`src/rtl/core/kec_pkg.sv`:
```
// Package: shared types and translation constants for the key event translator.
`default_nettype none

package kec_pkg;

  // Key code and character widths are fixed by the interface.
  localparam int unsigned KEY_W  = 8;
  localparam int unsigned CHAR_W = 8;

  // One write into the key level store.
  typedef struct packed {
    logic              en;
    logic [KEY_W-1:0]  addr;
    logic              data;
  } lvl_wr_t;

  // Code ranges and offsets.
  localparam logic [KEY_W-1:0]  LETTER_LO     = 8'h41;
  localparam logic [KEY_W-1:0]  LETTER_HI     = 8'h5A;
  localparam logic [KEY_W-1:0]  DIGIT_LO      = 8'h30;
  localparam logic [KEY_W-1:0]  DIGIT_HI      = 8'h39;
  localparam logic [KEY_W-1:0]  NUMPAD_LO     = 8'h60;
  localparam logic [KEY_W-1:0]  NUMPAD_HI     = 8'h69;
  localparam logic [KEY_W-1:0]  NUMOP_LO      = 8'h6A;
  localparam logic [KEY_W-1:0]  NUMOP_HI      = 8'h6F;
  localparam logic [KEY_W-1:0]  PUNCT_LO_BASE = 8'hBA;
  localparam logic [KEY_W-1:0]  PUNCT_LO_END  = 8'hC0;
  localparam logic [KEY_W-1:0]  PUNCT_HI_BASE = 8'hDB;
  localparam logic [KEY_W-1:0]  PUNCT_HI_END  = 8'hDF;
  localparam logic [KEY_W-1:0]  KEY_ENTER     = 8'h0D;
  localparam logic [KEY_W-1:0]  KEY_SPACE     = 8'h20;
  localparam logic [KEY_W-1:0]  KEY_TAB       = 8'h09;

  localparam logic [CHAR_W-1:0] CASE_OFFSET   = 8'h20;
  localparam logic [CHAR_W-1:0] NUMPAD_OFFSET = 8'h30;
  localparam logic [CHAR_W-1:0] NUMOP_OFFSET  = 8'h40;
  localparam logic [CHAR_W-1:0] LINE_FEED     = 8'h0A;
  localparam logic [CHAR_W-1:0] NO_CHAR       = 8'h00;

  // ) ! @ # $ % ^ & * (
  localparam logic [CHAR_W-1:0] SHIFT_DIGIT [0:9] = '{
    8'h29, 8'h21, 8'h40, 8'h23, 8'h24, 8'h25, 8'h5E, 8'h26, 8'h2A, 8'h28
  };
  // ; = , - . / `
  localparam logic [CHAR_W-1:0] PUNCT_LO_PLAIN [0:6] = '{
    8'h3B, 8'h3D, 8'h2C, 8'h2D, 8'h2E, 8'h2F, 8'h60
  };
  // : + < _ > ? ~
  localparam logic [CHAR_W-1:0] PUNCT_LO_SHIFT [0:6] = '{
    8'h3A, 8'h2B, 8'h3C, 8'h5F, 8'h3E, 8'h3F, 8'h7E
  };
  // [ \ ] ' ;
  localparam logic [CHAR_W-1:0] PUNCT_HI_PLAIN [0:4] = '{
    8'h5B, 8'h5C, 8'h5D, 8'h27, 8'h3B
  };
  // { | } " and a terminator
  localparam logic [CHAR_W-1:0] PUNCT_HI_SHIFT [0:4] = '{
    8'h7B, 8'h7C, 8'h7D, 8'h22, 8'h00
  };

endpackage

`default_nettype wire

```
`src/rtl/core/kec_level_store.sv`:
```
// Per-key level bit store with registered read and write-to-read forwarding.
`default_nettype none

module kec_level_store #(
  parameter int unsigned KEY_COUNT = 255
) (
  input  wire logic                       clk,
  input  wire logic                       rst_n,
  input  wire logic                       rd_en,
  input  wire logic [kec_pkg::KEY_W-1:0]  rd_addr,
  input  wire kec_pkg::lvl_wr_t           wr,
  output logic                            prev_level
);

  localparam int unsigned AW = (KEY_COUNT > 1) ? $clog2(KEY_COUNT) : 1;

  logic                 mem_r [KEY_COUNT];
  logic [KEY_COUNT-1:0] vld_r;
  logic                 rd_r;
  logic                 vld_q_r;
  logic                 hit_r;
  logic                 fwd_r;
  logic [AW-1:0]        waddr;
  logic [AW-1:0]        raddr;

  assign waddr = wr.addr[AW-1:0];
  assign raddr = rd_addr[AW-1:0];

  always_ff @(posedge clk) begin
    if (wr.en) begin
      mem_r[waddr] <= wr.data;
    end
    if (rd_en) begin
      rd_r    <= mem_r[raddr];
      vld_q_r <= vld_r[raddr];
      // catch a write to the same key landing in this very cycle
      hit_r   <= wr.en && (wr.addr == rd_addr);
      fwd_r   <= wr.data;
    end
  end

  // entries never written read as released
  always_ff @(posedge clk) begin
    if (!rst_n) begin
      vld_r <= '0;
    end else if (wr.en) begin
      vld_r[waddr] <= 1'b1;
    end
  end

  assign prev_level = hit_r ? fwd_r : (vld_q_r & rd_r);

endmodule

`default_nettype wire

```
`src/rtl/core/kec_xlate.sv`:
```
// Key code to character lookup; NO_CHAR means the key has no translation.
`default_nettype none

module kec_xlate (
  input  wire logic [kec_pkg::KEY_W-1:0]  key,
  input  wire logic                       caps,
  input  wire logic                       num,
  input  wire logic                       shift,
  output logic [kec_pkg::CHAR_W-1:0]      character
);

  logic [2:0] lo_idx;
  logic [2:0] hi_idx;
  logic [7:0] lo_diff;
  logic [7:0] hi_diff;

  assign lo_diff = key - kec_pkg::PUNCT_LO_BASE;
  assign hi_diff = key - kec_pkg::PUNCT_HI_BASE;
  assign lo_idx  = lo_diff[2:0];
  assign hi_idx  = hi_diff[2:0];

  always_comb begin
    character = kec_pkg::NO_CHAR;
    case (key) inside
      [kec_pkg::LETTER_LO:kec_pkg::LETTER_HI]: begin
        character = (caps == shift) ? key + kec_pkg::CASE_OFFSET : key;
      end
      [kec_pkg::DIGIT_LO:kec_pkg::DIGIT_HI]: begin
        character = shift ? kec_pkg::SHIFT_DIGIT[key[3:0]] : key;
      end
      [kec_pkg::NUMPAD_LO:kec_pkg::NUMPAD_HI]: begin
        character = num ? key - kec_pkg::NUMPAD_OFFSET : kec_pkg::NO_CHAR;
      end
      [kec_pkg::PUNCT_LO_BASE:kec_pkg::PUNCT_LO_END]: begin
        character = shift ? kec_pkg::PUNCT_LO_SHIFT[lo_idx]
                          : kec_pkg::PUNCT_LO_PLAIN[lo_idx];
      end
      [kec_pkg::PUNCT_HI_BASE:kec_pkg::PUNCT_HI_END]: begin
        character = shift ? kec_pkg::PUNCT_HI_SHIFT[hi_idx]
                          : kec_pkg::PUNCT_HI_PLAIN[hi_idx];
      end
      kec_pkg::KEY_ENTER: begin
        character = kec_pkg::LINE_FEED;
      end
      [kec_pkg::NUMOP_LO:kec_pkg::NUMOP_HI]: begin
        character = key - kec_pkg::NUMOP_OFFSET;
      end
      kec_pkg::KEY_SPACE, kec_pkg::KEY_TAB: begin
        character = key;
      end
      default: begin
        character = kec_pkg::NO_CHAR;
      end
    endcase
  end

endmodule

`default_nettype wire

```
`src/rtl/core/key_event_to_character.sv`:
```
// Top level: key sample in, character out on a fresh key press.
//
//   beat   | handshake            | payload
//   -------+----------------------+------------------------------------------------------------
//   input  | in_valid in_ready    | in_key_code in_key_down in_caps_on in_numlock_on in_shift_held
//   result | out_valid out_ready  | out_character
//
// One beat per cycle while the output is not stalled; an accepted key sample is held in the
// input stage, then its character is loaded into the output register, which raises out_valid.
// The level store read is registered, so the input stage holds the stored
// level of its key; a write from the item ahead is forwarded to it.
// Reset clears the stage and output valids and all key valid bits; no clearing pass.
// A stalled output blocks input only when the staged beat would emit a character.
`default_nettype none

module key_event_to_character #(
  parameter int unsigned KEY_COUNT = 255
) (
  input  wire logic                        clk,
  input  wire logic                        rst_n,
  input  wire logic                        in_valid,
  output logic                             in_ready,
  input  wire logic [kec_pkg::KEY_W-1:0]   in_key_code,
  input  wire logic                        in_key_down,
  input  wire logic                        in_caps_on,
  input  wire logic                        in_numlock_on,
  input  wire logic                        in_shift_held,
  output logic                             out_valid,
  input  wire logic                        out_ready,
  output logic [kec_pkg::CHAR_W-1:0]       out_character
);

  // input stage
  logic                         s1_v_r;
  logic                         s1_v_nxt;
  logic [kec_pkg::KEY_W-1:0]    s1_key_r;
  logic                         s1_down_r;
  logic                         s1_caps_r;
  logic                         s1_num_r;
  logic                         s1_shift_r;
  logic                         s1_inr_r;

  // output register
  logic                         out_v_r;
  logic                         out_v_nxt;
  logic [kec_pkg::CHAR_W-1:0]   out_char_r;

  logic                         in_acc;
  logic                         in_range;
  logic                         prev_level;
  logic [kec_pkg::CHAR_W-1:0]   s1_char;
  logic                         s1_emit;
  logic                         s1_go;
  kec_pkg::lvl_wr_t             lvl_wr;

  assign in_acc   = in_valid && in_ready;
  // codes at or above KEY_COUNT are dropped without touching the store
  assign in_range = {1'b0, in_key_code} < 9'(KEY_COUNT);

  kec_level_store #(
    .KEY_COUNT (KEY_COUNT)
  ) u_store (
    .clk        (clk),
    .rst_n      (rst_n),
    .rd_en      (in_acc && in_range),
    .rd_addr    (in_key_code),
    .wr         (lvl_wr),
    .prev_level (prev_level)
  );

  kec_xlate u_xlate (
    .key       (s1_key_r),
    .caps      (s1_caps_r),
    .num       (s1_num_r),
    .shift     (s1_shift_r),
    .character (s1_char)
  );

  // emit only on a released-to-held edge of a key that translates
  assign s1_emit = s1_inr_r && s1_down_r && !prev_level && (s1_char != kec_pkg::NO_CHAR);
  // advance the stage unless its character has nowhere to go
  assign s1_go   = s1_v_r && (!s1_emit || !out_v_r || out_ready);
  assign in_ready = !s1_v_r || s1_go;

  // store the new level as the beat leaves the stage
  always_comb begin
    lvl_wr.en   = s1_go && s1_inr_r;
    lvl_wr.addr = s1_key_r;
    lvl_wr.data = s1_down_r;
  end

  always_comb begin
    s1_v_nxt = s1_v_r;
    if (in_acc) begin
      s1_v_nxt = 1'b1;
    end else if (s1_go) begin
      s1_v_nxt = 1'b0;
    end
  end

  always_comb begin
    out_v_nxt = out_v_r;
    if (s1_go && s1_emit) begin
      out_v_nxt = 1'b1;
    end else if (out_ready) begin
      out_v_nxt = 1'b0;
    end
  end

  always_ff @(posedge clk) begin
    if (!rst_n) begin
      s1_v_r  <= 1'b0;
      out_v_r <= 1'b0;
    end else begin
      s1_v_r  <= s1_v_nxt;
      out_v_r <= out_v_nxt;
    end
  end

  // payload: capture on accept, hold otherwise
  always_ff @(posedge clk) begin
    if (in_acc) begin
      s1_key_r   <= in_key_code;
      s1_down_r  <= in_key_down;
      s1_caps_r  <= in_caps_on;
      s1_num_r   <= in_numlock_on;
      s1_shift_r <= in_shift_held;
      s1_inr_r   <= in_range;
    end
    if (s1_go && s1_emit) begin
      out_char_r <= s1_char;
    end
  end

  assign out_valid     = out_v_r;
  assign out_character = out_char_r;

endmodule

`default_nettype wire

```
`config.mk`:
```
export PLATFORM = sky130hd
export DESIGN_NAME = key_event_to_character
export DESIGN_NICKNAME = d
export VERILOG_FILES = /design/src/rtl/core/kec_pkg.sv /design/src/rtl/core/kec_level_store.sv /design/src/rtl/core/kec_xlate.sv /design/src/rtl/core/key_event_to_character.sv
export SDC_FILE = /design/constraint.sdc
export NUM_CORES = 1
export LEC_CHECK = 0
export BUFFER_PORTS_ARGS = -buffer_cell sky130_fd_sc_hd__buf_2
export CAP_MARGIN = 20
export CORE_AREA = 2 2 245 247
export DETAILED_ROUTE_END_ITERATION = 10
export DIE_AREA = 0 0 247 249
export GPL_ROUTABILITY_DRIVEN = 0
export GPL_TIMING_DRIVEN = 0
export SLEW_MARGIN = 20
export SYNTH_ARGS = -nofsm -noshare
export SYNTH_HDL_FRONTEND = slang
export SYNTH_HIERARCHICAL = 1
export SYNTH_SLANG_ARGS = --single-unit
```
`constraint.sdc`:
```
create_clock -name clk -period 7.1 [get_ports clk]
set_input_delay 0.71 -clock clk [delete_from_list [all_inputs] [get_ports clk]]
set_output_delay 0.71 -clock clk [all_outputs]
set_load 0.02 [all_outputs]
```
Yosys cells after proc, flatten, opt, wreduce, memory -nomap -nowiden
Memory sizes are Yosys's and may differ from the RTL's. A register that Yosys moved wholly into a read port is not among the register bits.
Cells that the tools add are included.

storage, ports and cells
  flip-flop bits (word level) = 281
  bits in latches = 0
  bits in writable memories = 255
  memory bits (read-only) = 384
  input bits = 16
  word-level logic and storage cells = 114
  memories = 6

operators by class
  $add $sub $neg = 5
  multipliers = 0
  div/mod/pow operators = 0
  $lt $le $gt $ge = 19
  equal/unequal tests = 5
  shift-type cells = 0
  mux-type cells = 34
  bitwise logic cells = 5
  reduce and logical (&&, ||, !) cells = 27

memory list
  name              depth  bits a word  read ports  clocked after Yosys merged registers in  write ports  line                   source
  u_store.mem_r     255    1            1           1                                        1            kec_level_store.sv:17  logic mem_r [KEY_COUNT];
  (name not given)  16     8            1           0                                        0            kec_xlate.sv:29        character = shift ? kec_pkg::SHIFT_DIGIT[key[3:0]] : key;
  (name not given)  8      8            1           0                                        0            kec_xlate.sv:35        character = shift ? kec_pkg::PUNCT_LO_SHIFT[lo_idx]
  (name not given)  8      8            1           0                                        0            kec_xlate.sv:36        : kec_pkg::PUNCT_LO_PLAIN[lo_idx];
  (name not given)  8      8            1           0                                        0            kec_xlate.sv:39        character = shift ? kec_pkg::PUNCT_HI_SHIFT[hi_idx]
  (name not given)  8      8            1           0                                        0            kec_xlate.sv:40        : kec_pkg::PUNCT_HI_PLAIN[hi_idx];

operators with widths
  kind                 number
  $or 255x255->255     1
  $mux 8               23
  $ge 8x7->1 const B   3
  $le 8x7->1 const B   3
  $lt 8x9->1 const B   2
  $eq 8x4->1 const B   2
  $ge 8x8->1 const B   2
  $le 8x8->1 const B   2
  $logic_and 1x1->1    16
  $mux 1               9
  $add 8x6->8 const B  1
  $bmux 1 s8           1
  $demux 1 s8          1
  $eq 8x6->1 const B   1
  $eq 8x8->1           1
  $ge 4x4->1 const B   2
  $ge 8x1->1 const B   1
  $ge 8x6->1 const B   1
  $le 8x6->1 const B   1
  $lt 8x8->1 const B   1
  $not 3->4            2
  $reduce_bool 8->1    1
  $sub 8x6->8 const B  1
  $sub 8x7->8 const B  1
  9 further kinds      16

Longest topological paths before layout
  depth after elaboration = 20
  depth in mapped cells = 19
  gate-level depth less buffers = 14

Modules after synthesis
The synthesis kept the hierarchy.

by module, submodules not included
  module                  instances  cells an instance  area an instance (um2)  seq. area each (um2)
  kec_level_store         1          1626               21142.8                 12882.4
  kec_xlate               1          205                1348.8                  0.0
  key_event_to_character  1          44                 838.3                   670.6

Worst setup path before layout
OpenSTA, ideal clock, no wires.

  path type = reg2out
  start point = reg s1_down_r
  end point = out in_ready
  arrival time = 4.265 ns
  required time = 6.390 ns
  path slack = 2.125 ns
  stages on the path, launching flop included = 4
  cells stage by stage = edfxtp_1 -> nand4b_1 -> a211oi_2 -> inv_1

between the ends
  cells in the longest elaborated chain, start to end = 8

ends and longest elaborated chain
  what                            line                           source
  from (decl)                     key_event_to_character.sv:37   logic s1_down_r;
  from (signal assigned)          key_event_to_character.sv:124  s1_down_r <= in_key_down;
  $logic_and 1x1->1 (3 in a row)  key_event_to_character.sv:80   assign s1_emit = s1_inr_r && s1_down_r && !prev_level && (s1_char != kec_pkg::NO_CHAR);
  $logic_not 1->1                 key_event_to_character.sv:82   assign s1_go = s1_v_r && (!s1_emit || !out_v_r || out_ready);
  $logic_or 1x1->1 (2 in a row)   key_event_to_character.sv:82
  $logic_and 1x1->1               key_event_to_character.sv:82
  $logic_or 1x1->1                key_event_to_character.sv:83   assign in_ready = !s1_v_r || s1_go;
  to (decl)                       key_event_to_character.sv:22   output logic in_ready,

Every way passes these cells.

==> impl_metrics.csv <==
group,metric,value,unit
final_layout,fin_nets,2004,
pwr,power_density,260,nW/um2
logic_synthesis,yosysTopAreaCellShare,36.0,%
logic_synthesis,synth-edff-count,280,
pwr,finalPower,6.91,mW
floorplanning,core_area,58700,um2
logic_synthesis,synth_area_leaders,"edfxtp_1, dfxtp_1, o21a_1, mux4_2, nor2_1",
cts,cts.repair.resized,0,
floorplanning,io_pins,26,
cts,post-cts-setup-buffers,0,
worst_setup_path,crit_arrival,6.54,ns
route,dr.first_iter.drc_count,1806,
logic_synthesis,synth_top_family_by_area,"compound AO/OA/AOI/OAI gates",
sta,min_period_over_period,87.7,%
route,viasPerCell,6.06,
logic_synthesis,synth_simple_gate_area_share,10.1,%
floorplanning,start_util,39.8,%
logic_synthesis,synth_seq_area_share,58.1,%
logic_synthesis,synth_compound_area_share,14.0,%
placed_design,place_ws,0.944,ns
logic_synthesis,synth_xor_area_share,0.488,%
worst_setup_path,crit_path_start,"s1_key_r[1]",
worst_setup_path,crit_family,"simple AND/OR/NAND/NOR gates",
floorplanning,chipWidth,247,um
final_layout,fin_util,45.2,%
hold_path,hold_start,"in_shift_held",
grt,antenna_found_initial,1,
final_layout,drive_above_1_share,13.0,%
logic_synthesis,syn-instance-count,1875,
sta,setup_violations,0,
worst_setup_path,r2r-start,"s1_key_r[1]",
sta,setup_slack,0.875,ns
logic_synthesis,yosysUniqueCellTypes,84,
grt,grt_pass1_wl,109,mm
final_layout,area_growth,13.8,%
logic_synthesis,synth_fa_ha_area_share,0.965,%
route,wl_per_cell,27.1,um
worst_setup_path,crit_chain,"buf_6 -> clkbuf_1 -> inv_1 -> ha_1 -> or3b_2 -> o21ai_0 -> and2_1 -> buf_2 -> a21oi_1 -> a311oi_1 -> o21ai_0 -> nor4_4 -> nand2_1 -> a41oi_2 -> clkbuf_1 -> nand3_1 -> clkbuf_1 -> nor2_1",
logic_synthesis,synth-async-reset-ratio,0,%
placed_design,hpwl,52.0,mm
logic_synthesis,post-synth-top-count-cell,"nor2_1",
hold_path,hold_path.class,"in2reg",
worst_setup_path,max_stage_delay,0.59,ns
logic_synthesis,ys_warn_count,6,
worst_setup_path,cp_slowest_cell,"clkbuf_1",
grt,grt-ovfl-total,0,
sta,layout_min_cycle_time,6.23,ns
logic_synthesis,synth_ff_type,"edfxtp_1",
grt,grt_use_total,24.3,%
cts,cts.hold.buffers_added,0,
sta,rsz0062_at_grt,"false",
floorplanning,die-height,249,um
grt,grt_pass1_vias,16400,
worst_setup_path,start_kind,"register",
outcome,outcome,"complete, no violations",
placed_design,placed_area,24600,um2
worst_setup_path,path_class,"reg2reg",
floorplanning,dieArea,61500,um2
logic_synthesis,ys_seq_elements,537,
sta,tns,0,ns
placed_design,placed_cells,2685,
sta,hold_ws,0.266,ns
worst_setup_path,cp-end-kind,"register",
floorplanning,row_count,89,
logic_synthesis,netlist_area,23300,um2
final_layout,final_area,26500,um2
sta,hold_viol_final,0,
logic_synthesis,synth.largest_area_cell,"edfxtp_1",
logic_synthesis,muxShareOfSynthArea,12.6,%
pwr,p_leak,9.09,nW
logic_synthesis,syn_avg_cell_area,12.4,um2
cts,cts.htree.levels,2,
sta,worstMarginPinSlew,1.20,ns
cts,cts_tree,"built",
cts,ctsRootBufferMaster,"clkbuf_16",
route,drc,0,
worst_setup_path,cp_common_cell,"clkbuf_1",
cts,clkTransAtPathRegs,0.06,ns
cts,cts_buffer_depth,3,
route,drt-total-wl,75.6,mm
cts,numCtsBuffers,56,
route,first_pass_iters,6,
route,postRouteAntennaNets,0,
final_layout,final_cell_count_no_fill,2792,
logic_synthesis,synthTopCellsByCount,"nor2_1, edfxtp_1, o21a_1",
pwr,ir_worst_vdd,208,uV
cts,clock_latency,0.63,ns
sta,slew_viol_final,0,
worst_setup_path,crit_fanout,10,
worst_setup_path,critPathBufInv,6,
route,vias,16900,
sta,fmax,161,MHz
cts,cts_sinks,537,
worst_setup_path,critical_path_required,7.42,ns
grt,grt_max_degree,29,
flow_run,maxCapViolCount,0,
placed_design,port_buffers,25,
logic_synthesis,synthesis.nets,1909,
sta,fin_skew,0.0187,ns
final_layout,num-fill-cells,5262,
sta,max-slew-margin-rel,20.0,%
[path summary, 6_finish.rpt]
check                                     endpoint  slack (ns)  depth (start not counted)
worst max-delay path             u_store/mem_r[74]        0.87                         18
worst min-delay path                    s1_shift_r        0.27                          1
worst max register to register   u_store/mem_r[74]        0.87                         18
worst min register to register  u_store/vld_r[166]        0.46                          1
[where the power goes]
part / switching (mW) / internal (mW) / leakage, nW / total [mW]
Clock: 1.24 / 1.81 / 0.943 / 3.05
Sequential: 0.0108 / 3.29 / 4.60 / 3.30
Combinational: 0.391 / 0.172 / 3.54 / 0.563
Total: 1.64 / 5.27 / 9.09 / 6.91
[layer usage]
layer	up-vias	GRT usage [%]	routed length, um
li1	7268	-	-
met1	8519	31.9	29700
met2	909	38.1	34800
met3	214	5.11	7340
met4	0	11.7	3750
met5	-	0	0
[sequential cells by signal, summed over array words and instances, names as in the netlist]
name,cells
s1_num_r,1
s1_shift_r,1
s1_down_r,1
u_store/rd_r,1
u_store/vld_q_r,1
u_store/fwd_r,1
s1_key_r,8
out_valid,1
u_store/vld_r,255
u_store/hit_r,1
out_character,8
u_store/mem_r,255
s1_inr_r,1
s1_caps_r,1
s1_v_r,1
[placed cells by master, fill, tap and decap left out, types with 6 or more instances in the layout]
| master | n |
|---|---|
| a211oi_1 | 12 |
| a21oi_1 | 30 |
| a221oi_1 | 9 |
| a22oi_1 | 8 |
| a311oi_1 | 9 |
| a31oi_1 | 8 |
| buf_2 | 44 |
| buf_4 | 9 |
| buf_6 | 15 |
| buf_8 | 15 |
| bufinv_16 | 8 |
| clkbuf_1 | 99 |
| clkbuf_16 | 56 |
| clkbuf_2 | 6 |
| clkbuf_8 | 6 |
| clkinv_2 | 12 |
| dfxtp_1 | 257 |
| edfxtp_1 | 280 |
| ha_1 | 18 |
| inv_1 | 14 |
| mux2i_1 | 100 |
| mux4_1 | 21 |
| mux4_2 | 60 |
| nand2_1 | 70 |
| nand2b_1 | 9 |
| nand3_1 | 37 |
| nand3b_1 | 6 |
| nand4_1 | 16 |
| nor2_1 | 288 |
| nor2b_1 | 21 |
| nor3_1 | 21 |
| nor4_1 | 12 |
| o211ai_1 | 6 |
| o21a_1 | 259 |
| o21ai_0 | 19 |
| o22ai_1 | 38 |
| xnor2_1 | 8 |
[layout make-up]
cell class / instances / area [um2] / share of cell area, %
antenna: 1 / 2.50 / 0.00943
tap: 773 / 967 / 3.64
sequential: 537 / 13600 / 51.1
multi-input combinational: 1178 / 8910 / 33.6
clock buffer: 76 / 1540 / 5.79
clock inverter: 30 / 380 / 1.43
timing repair buffer: 37 / 323 / 1.22
inverter: 14 / 52.6 / 0.198
buffer: 146 / 822 / 3.10
[worst register-to-register path, cell delays in order (launching register included)]
cell and delay [ns]:
edfxtp_1 0.50, buf_6 0.19, clkbuf_1 0.23, inv_1 0.29, ha_1 0.25, or3b_2 0.46
o21ai_0 0.32, and2_1 0.17, buf_2 0.19, a21oi_1 0.06, a311oi_1 0.32, o21ai_0 0.23
nor4_4 0.34, nand2_1 0.11, a41oi_2 0.32, clkbuf_1 0.42, nand3_1 0.58, clkbuf_1 0.59
nor2_1 0.34
[kinds of logic (layout without fill, tap and decap cells)]
family	count (synthesis)	count (layout)
flops	537	537
simple gates	516	516
compound gates	446	446
mux	185	185
buf+inv	160	303
fa+ha+maj	18	18
xor+xnor	13	13
other cells	0	1
Power figures use the tool's default switching activity.
